<file path="src/hdl/ntc_pkg.sv">
package ntc_pkg;

  // averaging window: 2**AVG_LOG2 samples
  localparam int AVG_LOG2  = 10;
  localparam int SAMPLE_W  = 10;
  localparam int SUM_W     = SAMPLE_W + AVG_LOG2;
  localparam int COUNT_W   = (AVG_LOG2 > 0) ? AVG_LOG2 : 1;
  localparam int TEMP_W    = 12;
  localparam int OFFSET_W  = 9;
  localparam int LIMIT_W   = 10;

  // linear segment tables
  localparam int SEG_COUNT = 10;
  localparam int SLOPE_W   = 12;
  localparam int ICPT_W    = 22;
  localparam int PROD_W    = SAMPLE_W + SLOPE_W;
  localparam int DIFF_W    = 24;
  localparam int FRAC_W    = 10;
  localparam int QUOT_W    = DIFF_W - FRAC_W;

  localparam logic [SAMPLE_W-1:0] SEG_FLOOR [SEG_COUNT] = '{
    10'd967, 10'd928, 10'd867, 10'd784, 10'd681,
    10'd568, 10'd456, 10'd355, 10'd270, 10'd203
  };
  localparam logic [SLOPE_W-1:0] SEG_SLOPE [SEG_COUNT] = '{
    12'd4064, 12'd2503, 12'd1672, 12'd1227, 12'd998,
    12'd905,  12'd912,  12'd1010, 12'd1205, 12'd1521
  };
  localparam logic [ICPT_W-1:0] SEG_ICPT [SEG_COUNT] = '{
    22'd3634688, 22'd2121523, 22'd1350451, 22'd963461, 22'd783544,
    22'd719657,  22'd723139,  22'd767048,  22'd835963, 22'd920842
  };

  // register indexes on the config port
  localparam int CFG_INDEX_W = 2;
  localparam logic [CFG_INDEX_W-1:0] CFG_TEMP_OFFSET = 2'd0;
  localparam logic [CFG_INDEX_W-1:0] CFG_SHORT_LIMIT = 2'd1;
  localparam logic [CFG_INDEX_W-1:0] CFG_OPEN_LIMIT  = 2'd2;

  localparam logic [LIMIT_W-1:0] SHORT_LIMIT_RST = 10'd203;
  localparam logic [LIMIT_W-1:0] OPEN_LIMIT_RST  = 10'd994;

  typedef enum logic [1:0] {
    FAULT_NONE  = 2'd0,
    FAULT_SHORT = 2'd1,
    FAULT_OPEN  = 2'd2
  } fault_t;

  typedef struct packed {
    logic signed [OFFSET_W-1:0] temp_offset;
    logic [LIMIT_W-1:0]         short_limit;
    logic [LIMIT_W-1:0]         open_limit;
  } cfg_t;

endpackage

</file>
<file path="src/hdl/ntc_averaging_temperature_converter_top.sv">
// Channel   Dir  Fields (lsb first)                       Beat when
// s_axis    in   tdata: sample[9:0], zero pad to 16       s_tvalid & s_tready
// m_axis    out  tdata: temperature[11:0] signed, pad     m_tvalid & m_tready
//                tuser: fault[1:0] (0 none/1 short/2 open)
// cfg       in   cfg_index: register, cfg_data: value     cfg_valid & cfg_ready
//
// Throughput: one sample beat per clock unless stalled. Every 1024th sample yields
// one result beat, through the average register, then segment lookup, 10x12
// multiply, subtract, shift and offset add into the result register.
// Reset (rst, sync, high): sum/count cleared, stored temperature 0, offset 0,
// short limit 203, open limit 994.
// Stalls: the average register and result register each hold one beat; input
// stalls only when both are full and m_tready is low.
// Config writes are always taken (cfg_ready tied high); write only when idle.
module ntc_averaging_temperature_converter_top (
  input  logic                             clk,
  input  logic                             rst,
  // sample stream
  input  logic                             s_tvalid,
  output logic                             s_tready,
  input  logic [15:0]                      s_tdata,   // [9:0] sample
  // result stream
  output logic                             m_tvalid,
  input  logic                             m_tready,
  output logic [15:0]                      m_tdata,   // [11:0] temperature
  output logic [1:0]                       m_tuser,   // [1:0] fault
  // register writes
  input  logic                             cfg_valid,
  output logic                             cfg_ready,
  input  logic [ntc_pkg::CFG_INDEX_W-1:0]  cfg_index,
  input  logic [ntc_pkg::LIMIT_W-1:0]      cfg_data
);

  ntc_pkg::cfg_t                     cfg;
  logic                              avg_valid;
  logic                              avg_ready;
  logic [ntc_pkg::SAMPLE_W-1:0]      avg;
  logic signed [ntc_pkg::TEMP_W-1:0] temperature;
  ntc_pkg::fault_t                   fault;

  assign cfg_ready = 1'b1;

  // register file; unknown indexes are dropped
  always_ff @(posedge clk) begin
    if (rst) begin
      cfg.temp_offset <= '0;
      cfg.short_limit <= ntc_pkg::SHORT_LIMIT_RST;
      cfg.open_limit  <= ntc_pkg::OPEN_LIMIT_RST;
    end else if (cfg_valid && cfg_ready) begin
      case (cfg_index)
        ntc_pkg::CFG_TEMP_OFFSET: cfg.temp_offset <= cfg_data[ntc_pkg::OFFSET_W-1:0];
        ntc_pkg::CFG_SHORT_LIMIT: cfg.short_limit <= cfg_data;
        ntc_pkg::CFG_OPEN_LIMIT:  cfg.open_limit  <= cfg_data;
        default: ;
      endcase
    end
  end

  ntc_accum u_accum (
    .clk       (clk),
    .rst       (rst),
    .in_valid  (s_tvalid),
    .in_ready  (s_tready),
    .sample    (s_tdata[ntc_pkg::SAMPLE_W-1:0]),
    .avg_valid (avg_valid),
    .avg_ready (avg_ready),
    .avg       (avg)
  );

  ntc_conv u_conv (
    .clk              (clk),
    .rst              (rst),
    .cfg              (cfg),
    .avg_valid        (avg_valid),
    .avg_ready        (avg_ready),
    .avg              (avg),
    .out_valid        (m_tvalid),
    .out_ready        (m_tready),
    .last_temperature (temperature),
    .fault            (fault)
  );

  assign m_tdata = {{(16 - ntc_pkg::TEMP_W){1'b0}}, temperature};
  assign m_tuser = fault;

endmodule

</file>
<file path="src/hdl/ntc_accum.sv">
module ntc_accum (
  input  logic                          clk,
  input  logic                          rst,
  input  logic                          in_valid,
  output logic                          in_ready,
  input  logic [ntc_pkg::SAMPLE_W-1:0]  sample,
  output logic                          avg_valid,
  input  logic                          avg_ready,
  output logic [ntc_pkg::SAMPLE_W-1:0]  avg
);

  logic [ntc_pkg::SUM_W-1:0]   sample_sum;
  logic [ntc_pkg::COUNT_W-1:0] sample_count;
  logic [ntc_pkg::SUM_W-1:0]   sum_next;
  logic                        accept;
  logic                        last_beat;

  assign in_ready  = !avg_valid || avg_ready;
  assign accept    = in_valid && in_ready;
  assign sum_next  = sample_sum + ntc_pkg::SUM_W'(sample);
  assign last_beat = (ntc_pkg::AVG_LOG2 == 0) || (sample_count == '1);

  always_ff @(posedge clk) begin
    if (rst) begin
      sample_sum   <= '0;
      sample_count <= '0;
      avg_valid    <= 1'b0;
    end else begin
      if (avg_valid && avg_ready) begin
        avg_valid <= 1'b0;
      end
      if (accept) begin
        if (last_beat) begin
          sample_sum   <= '0;
          sample_count <= '0;
          avg_valid    <= 1'b1;
        end else begin
          sample_sum   <= sum_next;
          sample_count <= sample_count + 1'b1;
        end
      end
    end
  end

  always_ff @(posedge clk) begin
    if (accept && last_beat) begin
      avg <= sum_next[ntc_pkg::SUM_W-1:ntc_pkg::AVG_LOG2];
    end
  end

  // empty window holds an empty sum
  a_empty_sum: assert property (@(posedge clk) disable iff (rst)
    (sample_count == '0) |-> (sample_sum == '0))
    else $error("sum not cleared with count");

  a_wrap: assert property (@(posedge clk) disable iff (rst)
    (accept && last_beat) |=> (avg_valid && sample_count == '0))
    else $error("window end did not post an average");

  a_no_avg_midwindow: assert property (@(posedge clk) disable iff (rst)
    (accept && !last_beat && !avg_valid) |=> !avg_valid)
    else $error("average posted mid-window");

endmodule

</file>
<file path="src/hdl/ntc_conv.sv">
module ntc_conv (
  input  logic                              clk,
  input  logic                              rst,
  input  ntc_pkg::cfg_t                     cfg,
  input  logic                              avg_valid,
  output logic                              avg_ready,
  input  logic [ntc_pkg::SAMPLE_W-1:0]      avg,
  output logic                              out_valid,
  input  logic                              out_ready,
  output logic signed [ntc_pkg::TEMP_W-1:0] last_temperature,
  output ntc_pkg::fault_t                   fault
);

  logic [ntc_pkg::SLOPE_W-1:0]       slope;
  logic [ntc_pkg::ICPT_W-1:0]        icpt;
  logic [ntc_pkg::PROD_W-1:0]        prod;
  logic signed [ntc_pkg::DIFF_W-1:0] diff;
  logic signed [ntc_pkg::QUOT_W-1:0] quot;
  logic signed [ntc_pkg::QUOT_W-1:0] temp_full;
  ntc_pkg::fault_t                   fault_next;
  logic                              load;

  // first segment whose floor lies below the average; top segment otherwise
  always_comb begin
    slope = ntc_pkg::SEG_SLOPE[ntc_pkg::SEG_COUNT-1];
    icpt  = ntc_pkg::SEG_ICPT[ntc_pkg::SEG_COUNT-1];
    for (int i = ntc_pkg::SEG_COUNT - 1; i >= 0; i--) begin
      if (avg > ntc_pkg::SEG_FLOOR[i]) begin
        slope = ntc_pkg::SEG_SLOPE[i];
        icpt  = ntc_pkg::SEG_ICPT[i];
      end
    end
  end

  assign prod = ntc_pkg::PROD_W'(avg) * ntc_pkg::PROD_W'(slope);
  assign diff = $signed({{(ntc_pkg::DIFF_W-ntc_pkg::ICPT_W){1'b0}}, icpt})
              - $signed({{(ntc_pkg::DIFF_W-ntc_pkg::PROD_W){1'b0}}, prod});
  // arithmetic shift is floor division by 1024
  assign quot = ntc_pkg::QUOT_W'(diff >>> ntc_pkg::FRAC_W);
  assign temp_full = quot + ntc_pkg::QUOT_W'(cfg.temp_offset);

  always_comb begin
    if (avg <= cfg.short_limit) begin
      fault_next = ntc_pkg::FAULT_SHORT;
    end else if (avg >= cfg.open_limit) begin
      fault_next = ntc_pkg::FAULT_OPEN;
    end else begin
      fault_next = ntc_pkg::FAULT_NONE;
    end
  end

  assign avg_ready = !out_valid || out_ready;
  assign load      = avg_valid && avg_ready;

  always_ff @(posedge clk) begin
    if (rst) begin
      out_valid        <= 1'b0;
      last_temperature <= '0;
    end else begin
      if (out_valid && out_ready) begin
        out_valid <= 1'b0;
      end
      if (load) begin
        out_valid <= 1'b1;
        if (fault_next == ntc_pkg::FAULT_NONE) begin
          last_temperature <= temp_full[ntc_pkg::TEMP_W-1:0];
        end
      end
    end
  end

  always_ff @(posedge clk) begin
    if (load) begin
      fault <= fault_next;
    end
  end

  a_fault_keeps_temp: assert property (@(posedge clk) disable iff (rst)
    (load && fault_next != ntc_pkg::FAULT_NONE) |=> $stable(last_temperature))
    else $error("faulted average changed stored temperature");

  a_fault_code: assert property (@(posedge clk) disable iff (rst)
    out_valid |-> (fault == ntc_pkg::FAULT_NONE || fault == ntc_pkg::FAULT_SHORT
                   || fault == ntc_pkg::FAULT_OPEN))
    else $error("bad fault code on output");

  a_out_source: assert property (@(posedge clk) disable iff (rst)
    $rose(out_valid) |-> $past(avg_valid))
    else $error("result without an average");

endmodule
</file>
<file path="config.mk">
export PLATFORM = sky130hd
export DESIGN_NAME = ntc_averaging_temperature_converter_top
export DESIGN_NICKNAME = d
export VERILOG_FILES = /design/src/hdl/ntc_pkg.sv /design/src/hdl/ntc_averaging_temperature_converter_top.sv /design/src/hdl/ntc_accum.sv /design/src/hdl/ntc_conv.sv
export SDC_FILE = /design/constraint.sdc
export NUM_CORES = 1
export LEC_CHECK = 0
export BUFFER_PORTS_ARGS = -buffer_cell sky130_fd_sc_hd__buf_2
export CORE_ASPECT_RATIO = 0.75
export CORE_MARGIN = 4
export CORE_UTILIZATION = 58
export DETAILED_ROUTE_END_ITERATION = 8
export PLACE_DENSITY = 0.79
export SLEW_MARGIN = 10
export SYNTH_ARGS = -nofsm -noshare
export SYNTH_HDL_FRONTEND = slang
export SYNTH_HIERARCHICAL = 1
export SYNTH_SLANG_ARGS = --single-unit
export TNS_END_PERCENT = 30
</file>
<file path="constraint.sdc">
create_clock -name clk -period 8.9 [get_ports clk]
set_clock_uncertainty 0.1 [all_clocks]
set_input_delay 0.89 -clock clk [delete_from_list [all_inputs] [get_ports clk]]
set_output_delay 0.89 -clock clk [all_outputs]
set_load 0.005 [all_outputs]
</file>
==> results.json, run 1 <==
{
  "outcome": "complete, no violations",
  "drcViolationCount": 0,
  "ys_ff_latch": 85,
  "drtIter0Drc": 595,
  "ys_seq_area_frac": 0.185,
  "cpPeakStageDelay_ps": 570,
  "nNetsFinal": 1430,
  "synth.distinct_cells": 84,
  "critPathKind": "reg -> reg",
  "ys_top_cells_by_area": "fa_1 21%, dfxtp_1 15%, ha_1 12%",
  "hold_violations": 0,
  "dp_hpwl_um": 17900,
  "overflow": 0,
  "period_needed_ps": 8490,
  "insertion_delay_ps": 340,
  "ys_warn_count": 6,
  "htree_num_levels": 3,
  "tritoncts": "yes",
  "synth.top_cell.area_share": 0.208,
  "layout_commonest_cell": "inv_1",
  "synth_top_area_cell": "fa_1",
  "syn-cell-area_um2": 9840,
  "fin_util": 0.666,
  "power_w": 0.000931,
  "fmax_mhz": 118,
  "cp_common_cell": "fa_1",
  "drive_gt1_frac": 0.125,
  "syn_inst": 1132,
  "dpl-instance-area_um2": 10400,
  "path_clk_slew_ps": 70,
  "cts_hold_buf": 0,
  "die-width_um": 158,
  "cap_violations": 0,
  "gp_congestion": 0.991,
  "cts_made_buffers": 9,
  "p_leak_nw": 5.29,
  "core_um2": 16300,
  "dr.pass1.iters": 5,
  "die_y_um": 121,
  "syn_area_per_cell_um2": 8.69,
  "antenna_found_initial": 0,
  "mostFrequentLayoutCells": "190 x inv_1, 102 x fa_1, 98 x ha_1",
  "grt_pass1_wl_um": 37900,
  "grt_usage": 0.244,
  "min_path_type": "reg -> reg",
  "cp-end-kind": "register",
  "cts_sinks": 85,
  "cp_num_buf_inv": 3,
  "synth-edff-count": 12,
  "grt_pass1_vias": 7929,
  "final-max-slew-violation-count": 0,
  "vdd_ir_drop_max_mv": 0.112,
  "critPathArrivalTime_ps": 8670,
  "routed_via_density": 5.65,
  "dieArea_um2": 19100,
  "cp_slowest_cell": "fa_1",
  "fin_area_um2": 10900,
  "area_growth_pct": 10.5,
  "setup_viol": 0,
  "final_cells": 1412,
  "ctsLongestPathBuffers": 2,
  "cp_top_family": "adder cells",
  "drt_wl_total_um": 22700,
  "start_util": 0.603,
  "ios": 54,
  "async_reset_ff_frac": 0,
  "relSlewSlack": 0.370,
  "grt_max_degree": 77,
  "place_inst": 1383,
  "cp-start-kind": "register",
  "numPortBuffers": 42,
  "synth_flop_cell": "dfxtp_1",
  "powerDensity_nw_per_um2": 85.6,
  "finalSetupTns_ps": 0,
  "diodes": 0,
  "crit_required_ps": 9080,
  "cts-root-buf": "clkbuf_16",
  "std_cell_rows": 40,
  "antenna_left": 0,
  "via_count": 7979,
  "detail_route.wl_per_cell_um": 16.1,
  "worstPathMaxFanout": 8,
  "worst_slew_pin_slew_ps": 945,
  "period_share": 0.954
}
sequential cells by signal, summed over array words and instances, names as in the netlist:
name and count:
u_conv/fault 2, u_accum/avg 10, u_conv/last_temperature 12, cfg 29
u_accum/sample_count 10, u_accum/sample_sum 20, u_conv/out_valid 1, u_accum/avg_valid 1
logic make-up after synthesis:
| group | synth area share |
|---|---|
| compound gates | 0.131 |
| xor+xnor | 0.0392 |
| fa+ha+maj | 0.332 |
| buf+inv | 0.0969 |
| flops | 0.185 |
| mux | 0.0387 |
| other cells | 0.000763 |
| simple gates | 0.176 |
final timing paths:
path	from	endpoint	slack, ps	depth (start not counted)
max	u_accum/avg[3]	u_conv/last_temperature[11]	410	31
min	u_accum/sample_sum[3]	u_accum/sample_sum[3]	360	2
max reg2reg	u_accum/avg[3]	u_conv/last_temperature[11]	410	31
min reg2reg	u_accum/sample_sum[3]	u_accum/sample_sum[3]	360	2
report_power, final:
| part | internal, W | switching, W |
|---|---|---|
| registers | 0.000401 | 0.00000951 |
| clock network | 0.000236 | 0.000158 |
| logic | 0.0000520 | 0.0000734 |
synthesized netlist by cell type, types with 6 or more instances:
master    count
and2_1       40
nor2_1       84
nand3_1      16
nand2_1      82
and3_1       11
nand2b_1     30
a31oi_1      10
xnor2_1      27
o21ai_0      28
inv_1       190
a21o_1       18
dfxtp_1      73
o21ai_1       7
nor2b_1       6
a21oi_1      57
nor3_1       22
xor2_1       17
nand4_1      12
buf_4         6
buf_2         6
edfxtp_1     12
ha_1         98
o211ai_1      7
fa_1        102
mux2i_1      38
clkbuf_1     27
metrics by stage:
| stage | worst slack [ps] | hold slack (ps) |
|---|---|---|
| after floorplan | 382 | 329 |
| after global placement | 252 | 341 |
| after detailed placement | 139 | 351 |
| after CTS | 94.1 | 367 |
| after global routing | -26.3 | 376 |
| final | 405 | 363 |
routing by layer:
metal	up-vias	GRT usage	wire, um
met2	301	0.393	10400
met5	-	0	0
met4	0	0.0543	424
met1	3795	0.338	10100
met3	40	0.0530	1790
li1	3843	-	-
worst register-to-register path: cells and delay by family, from the launching register on:
kind | cells | cell delay (ps)
buffers and inverters | 3 | 240
flip-flops | 1 | 450
adder cells (fa/ha/maj) | 7 | 3190
AND/OR/NAND/NOR | 7 | 1480
XOR/XNOR | 1 | 70
AO/OA/AOI/OAI | 13 | 2870
what timing repair did:
| action | in CTS | in global routing |
|---|---|---|
| setup endpoints to repair | 0 | 4 |
| buffers inserted | 0 | 13 |
| gates resized for setup | 0 | 17 |
cell type report:
| type | count | area [um^2] |
|---|---|---|
| multi-input cells | 812 | 7140 |
| clock buffers | 12 | 258 |
| repair buffers | 96 | 616 |
| clock inverters | 4 | 52.6 |
| fillers | 1328 | 5440 |
| flip-flops and latches | 85 | 1820 |
| well taps | 210 | 263 |
| inverters | 193 | 728 |
Power figures use the tool's default switching activity.
==> inputs of run 2 (changes only) <==
--- a/config.mk
+++ b/config.mk
@@ -6,11 +6,13 @@
 export NUM_CORES = 1
 export LEC_CHECK = 0
 export BUFFER_PORTS_ARGS = -buffer_cell sky130_fd_sc_hd__buf_2
+export CELL_PAD_IN_SITES_DETAIL_PLACEMENT = 0
+export CELL_PAD_IN_SITES_GLOBAL_PLACEMENT = 1
 export CORE_ASPECT_RATIO = 0.75
 export CORE_MARGIN = 4
-export CORE_UTILIZATION = 58
+export CORE_UTILIZATION = 44
 export DETAILED_ROUTE_END_ITERATION = 8
-export PLACE_DENSITY = 0.79
+export PLACE_DENSITY_LB_ADDON = 0.1
 export SLEW_MARGIN = 10
 export SYNTH_ARGS = -nofsm -noshare
 export SYNTH_HDL_FRONTEND = slang
==> constraint.sdc (replaced) <==
create_clock -name clk -period 8.9 [get_ports clk]
set_clock_uncertainty 0.1 [all_clocks]
set_input_delay 0.89 -clock clk [delete_from_list [all_inputs] [get_ports clk]]
set_output_delay 0.89 -clock clk [all_outputs]
set_load 0.1 [all_outputs]
==> run 2 against run 1 <==
Effect of this change:
- sequential power barely moved
- non-clock buffer count rose by 21
- fmax fell by 0.78%
- via count fell by 2.8%
- core utilization fell by 16 points
- cell area rose by 2.5%
- highest routed layer unchanged
==> results.json, run 2 (same netlist as run 1, synthesis figures left out) <==
{
  "numPortBuffers": 42,
  "drt_wl_total_um": 24400,
  "grt_pass1_wl_um": 39800,
  "regMostFlops": "cfg",
  "path_clk_slew_ps": 60,
  "period_share": 0.962,
  "setup_viol": 0,
  "antenna_found_initial": 0,
  "worstPathMaxFanout": 6,
  "outcome": "complete, no violations",
  "period_needed_ps": 8560,
  "detail_route.wl_per_cell_um": 16.1,
  "start_util": 0.446,
  "std_cell_rows": 47,
  "finalSetupTns_ps": 0,
  "relSlewSlack": 0.350,
  "min_path_type": "reg -> reg",
  "cp-start-kind": "register",
  "grt_max_degree": 77,
  "pre_cts_slack_ps": 89.0,
  "final-max-slew-violation-count": 0,
  "cp_top_family": "adder cells",
  "worst_slew_pin_slew_ps": 975,
  "grt_pass1_vias": 7455,
  "tritoncts": "yes",
  "core_um2": 22100,
  "htree_num_levels": 3,
  "powerDensity_nw_per_um2": 82.2,
  "drcViolationCount": 0,
  "cts-root-buf": "clkbuf_16",
  "cp_num_buf_inv": 5,
  "die-width_um": 181,
  "fin_util": 0.505,
  "via_count": 7752,
  "cp_common_cell": "fa_1",
  "cts_made_buffers": 9,
  "insertion_delay_ps": 340,
  "final_cells": 1517,
  "setup_ws_ps": 339,
  "layout_commonest_cell": "inv_1",
  "die_y_um": 137,
  "vdd_ir_drop_max_mv": 0.0790,
  "largest_register_ffs": 29,
  "cts_sinks": 85,
  "grt_usage": 0.200,
  "mostFrequentLayoutCells": "189 x inv_1, 101 x fa_1, 96 x ha_1",
  "cpPeakStageDelay_ps": 610,
  "critPathKind": "reg -> reg",
  "reg_top3": "cfg (29), u_accum/sample_sum (20), u_conv/last_temperature (12)",
  "routed_via_density": 5.11,
  "drive_gt1_frac": 0.148,
  "dp_hpwl_um": 19800,
  "fmax_mhz": 117,
  "nNetsFinal": 1451,
  "cp_slowest_cell": "fa_1",
  "dieArea_um2": 24800,
  "hold-worst-slack_ps": 361,
  "critPathArrivalTime_ps": 8750,
  "crit_required_ps": 9090,
  "overflow": 0,
  "antenna_left": 0,
  "cp-end-kind": "register",
  "diodes": 0,
  "ios": 54,
  "ctsLongestPathBuffers": 2,
  "drtIter0Drc": 463,
  "hold_violations": 0,
  "dr.pass1.iters": 4,
  "cap_violations": 0,
  "p_leak_nw": 5.38,
  "cts_hold_buf": 0,
  "place_inst": 1488,
  "area_growth_pct": 13.3,
  "gp_congestion": 0.907
}
## run 2: cell types whose count changed in the layout (fill, tap and decap cells not counted), sizes merged
cell,before,now
buf,96,117
clkbuf,12,11
clkinv,2,7
clkinvlp,2,0
inv,192,190
## run 2: path summary, 6_finish.rpt
kind | slack [ps] | startpoint | depth (start not counted) | end
setup / recovery | 340 | u_accum/avg[4] | 33 | u_conv/last_temperature[11]
hold / removal | 360 | u_accum/sample_sum[3] | 2 | u_accum/sample_sum[3]
setup reg to reg | 340 | u_accum/avg[4] | 33 | u_conv/last_temperature[11]
hold reg to reg | 360 | u_accum/sample_sum[3] | 2 | u_accum/sample_sum[3]
## run 2: stage by stage
stage,instance area (um^2),total power [W]
2_1_floorplan,9850,0.000524
3_3_place_gp,10700,0.000555
3_5_place_dp,10700,0.000555
4_1_cts,10900,0.000930
5_1_grt,11100,0.000962
6_report,11100,0.000917
## run 2: what timing repair did
item / 4_1_cts / 5_1_grt
endpoints found under the setup margin: 0 / 4
resized for setup: 0 / 28
buffers inserted: 0 / 13
hold endpoints to repair: 0 / 0
## run 2: layer usage
layer | GRT usage | share of wire | vias up
li1 | - | - | 3893
met1 | 0.308 | 0.53 | 3698
met2 | 0.297 | 0.42 | 152
met3 | 0.0433 | 0.055 | 9
met4 | 0.0231 | 0.0043 | 0
met5 | 0 | 0 | -
## run 2: layout make-up
class | count | area (um^2)
Clock inverter | 5 | 52.6
Fill cell | 2176 | 10900
Timing Repair Buffer | 117 | 773
Tap cell | 294 | 368
Inverter | 193 | 724
Clock buffer | 11 | 233
Sequential cell | 85 | 1820
Multi-Input combinational cell | 812 | 7170
## run 2: worst min-delay path: stages, from the launching register on
cell and delay (ps):
dfxtp_1 310, nand2_1 50, a21oi_1 50
## run 2: power breakdown
group          switching [W]  internal (W)  total [W]  leakage, nW
logic              0.0000837     0.0000524   0.000136         4.54
clock network       0.000153      0.000216   0.000370        0.141
registers         0.00000941      0.000402   0.000411        0.701
total               0.000246      0.000670   0.000917         5.38
==> inputs of run 3 (changes only) <==
--- a/config.mk
+++ b/config.mk
@@ -7,12 +7,13 @@
 export LEC_CHECK = 0
 export BUFFER_PORTS_ARGS = -buffer_cell sky130_fd_sc_hd__buf_2
 export CELL_PAD_IN_SITES_DETAIL_PLACEMENT = 0
-export CELL_PAD_IN_SITES_GLOBAL_PLACEMENT = 1
+export CELL_PAD_IN_SITES_GLOBAL_PLACEMENT = 2
 export CORE_ASPECT_RATIO = 0.75
 export CORE_MARGIN = 4
-export CORE_UTILIZATION = 44
+export CORE_UTILIZATION = 36
 export DETAILED_ROUTE_END_ITERATION = 8
 export PLACE_DENSITY_LB_ADDON = 0.1
+export REMOVE_ABC_BUFFERS = 1
 export SLEW_MARGIN = 10
 export SYNTH_ARGS = -nofsm -noshare
 export SYNTH_HDL_FRONTEND = slang
==> run 3 against run 2 <==
Effect of this change:
- critical path depth fell by 3
- combinational power barely moved
- via count fell by 1.8%
- non-clock buffer count fell by 18
- first-iteration DRC count fell by 25%
- core utilization fell by 9.4 points
- clock power rose by 6.2%
- largest power group unchanged
==> results.json, run 3 (same netlist as run 1, synthesis figures left out) <==
{
  "critPathArrivalTime_ps": 8670,
  "die_y_um": 151,
  "drcViolationCount": 0,
  "regMostFlops": "cfg",
  "nNetsFinal": 1433,
  "finalSetupTns_ps": 0,
  "start_util": 0.365,
  "drtIter0Drc": 345,
  "std_cell_rows": 52,
  "detail_route.wl_per_cell_um": 16.6,
  "cpPeakStageDelay_ps": 550,
  "tritoncts": "yes",
  "reg_top3": "cfg (29), u_accum/sample_sum (20), u_conv/last_temperature (12)",
  "dp_hpwl_um": 20900,
  "core_um2": 26900,
  "mostFrequentLayoutCells": "190 x inv_1, 102 x fa_1, 98 x ha_1",
  "relSlewSlack": 0.275,
  "die-width_um": 199,
  "grt_max_degree": 77,
  "cp-start-kind": "register",
  "grt_pass1_wl_um": 42300,
  "final-max-slew-violation-count": 0,
  "outcome": "complete, no violations",
  "insertion_delay_ps": 350,
  "antenna_found_initial": 0,
  "hold_violations": 0,
  "dieArea_um2": 30100,
  "final_cells": 1556,
  "diodes": 0,
  "layout_commonest_cell": "inv_1",
  "period_needed_ps": 8470,
  "area_growth_pct": 12.6,
  "ios": 54,
  "setup_viol": 0,
  "gp_congestion": 0.860,
  "cp-end-kind": "register",
  "cp_common_cell": "fa_1",
  "cap_violations": 0,
  "place_inst": 1531,
  "numPortBuffers": 42,
  "antenna_left": 0,
  "routed_via_density": 4.89,
  "ctsLongestPathBuffers": 2,
  "overflow": 0,
  "via_count": 7611,
  "drt_wl_total_um": 25900,
  "period_share": 0.952,
  "powerDensity_nw_per_um2": 84.9,
  "dr.pass1.iters": 5,
  "critPathKind": "reg -> reg",
  "reg2reg_depth": 30,
  "vdd_ir_drop_max_mv": 0.0826,
  "power_w": 0.000941,
  "min_path_type": "reg -> reg",
  "largest_register_ffs": 29,
  "drive_gt1_frac": 0.130,
  "htree_num_levels": 3,
  "cts-root-buf": "clkbuf_16",
  "path_clk_slew_ps": 70,
  "grt_pass1_vias": 7716,
  "cts_made_buffers": 9,
  "crit_end": "u_conv/last_temperature[11]",
  "fin_util": 0.411,
  "crit_required_ps": 9090,
  "reg2reg_from": "u_accum/avg[3]",
  "cts_sinks": 85,
  "fmax_mhz": 118,
  "cp_slowest_cell": "fa_1",
  "r2r_setup_slack_ps": 430,
  "fillCellCount": 2792,
  "worstPathMaxFanout": 7,
  "grt_usage": 0.179,
  "worst_slew_pin_slew_ps": 1090,
  "r2r-end": "u_conv/last_temperature[11]",
  "cp-startpoint": "u_accum/avg[3]",
  "p_leak_nw": 5.31
}
run 3: per-layer routing:
layer	GRT usage	part of all wire
met2	0.276	0.43
met1	0.269	0.52
met5	0	0
met4	0.0219	0.0099
met3	0.0345	0.041
run 3: final cells by class:
| cell class | count | area [um^2] | area share |
|---|---|---|---|
| clock buffers | 12 | 256 | 0.0232 |
| clock inverters | 4 | 46.3 | 0.00418 |
| inverters | 193 | 724 | 0.0654 |
| multi-input cells | 812 | 7150 | 0.646 |
| flip-flops and latches | 85 | 1820 | 0.164 |
| well taps | 351 | 439 | 0.0396 |
| repair buffers | 99 | 638 | 0.0576 |
run 3: per-stage QoR:
step                      hold WS (ps)  instance area (um^2)  setup slack, ps
after floorplan                    328                  9620             -450
after global placement             342                 10600              203
after detailed placement           353                 10600              134
after CTS                          361                 10900              104
after global routing               396                 11100            -82.6
final                              356                 11100              426
run 3: worst max-delay path, delay by kind of cell (launching register included):
| family | cells | cell delay [ps] |
|---|---|---|
| XOR/XNOR | 1 | 230 |
| buffers and inverters | 4 | 370 |
| flip-flops | 1 | 470 |
| AO/OA/AOI/OAI | 11 | 2550 |
| AND/OR/NAND/NOR | 7 | 1550 |
| adder cells (fa/ha/maj) | 7 | 3140 |
run 3: worst min-delay path by stage:
stage                          startpoint                    end  slack (ps)  cells past startpoint
detailed placement      u_accum/avg_valid       u_conv/out_valid         350                      2
floorplan               u_accum/avg_valid       u_conv/out_valid         330                      2
CTS                     u_accum/avg_valid       u_conv/out_valid         360                      2
global route            u_accum/avg_valid       u_conv/out_valid         400                      2
finish                  u_accum/avg_valid       u_conv/out_valid         360                      2
global placement    u_accum/sample_sum[6]  u_accum/sample_sum[6]         340                      2
run 3: report_power, final:
group / internal [W] / total, W / switching (W)
registers: 0.000401 / 0.000411 / 0.00000919
clock network: 0.000232 / 0.000393 / 0.000161
logic: 0.0000516 / 0.000137 / 0.0000853
run 3: repair_timing:
item / 4_1_cts / 5_1_grt
setup buffers: 0 / 9
gates resized for setup: 0 / 21
endpoints found under the setup margin: 0 / 3
hold buffers: 0 / 0
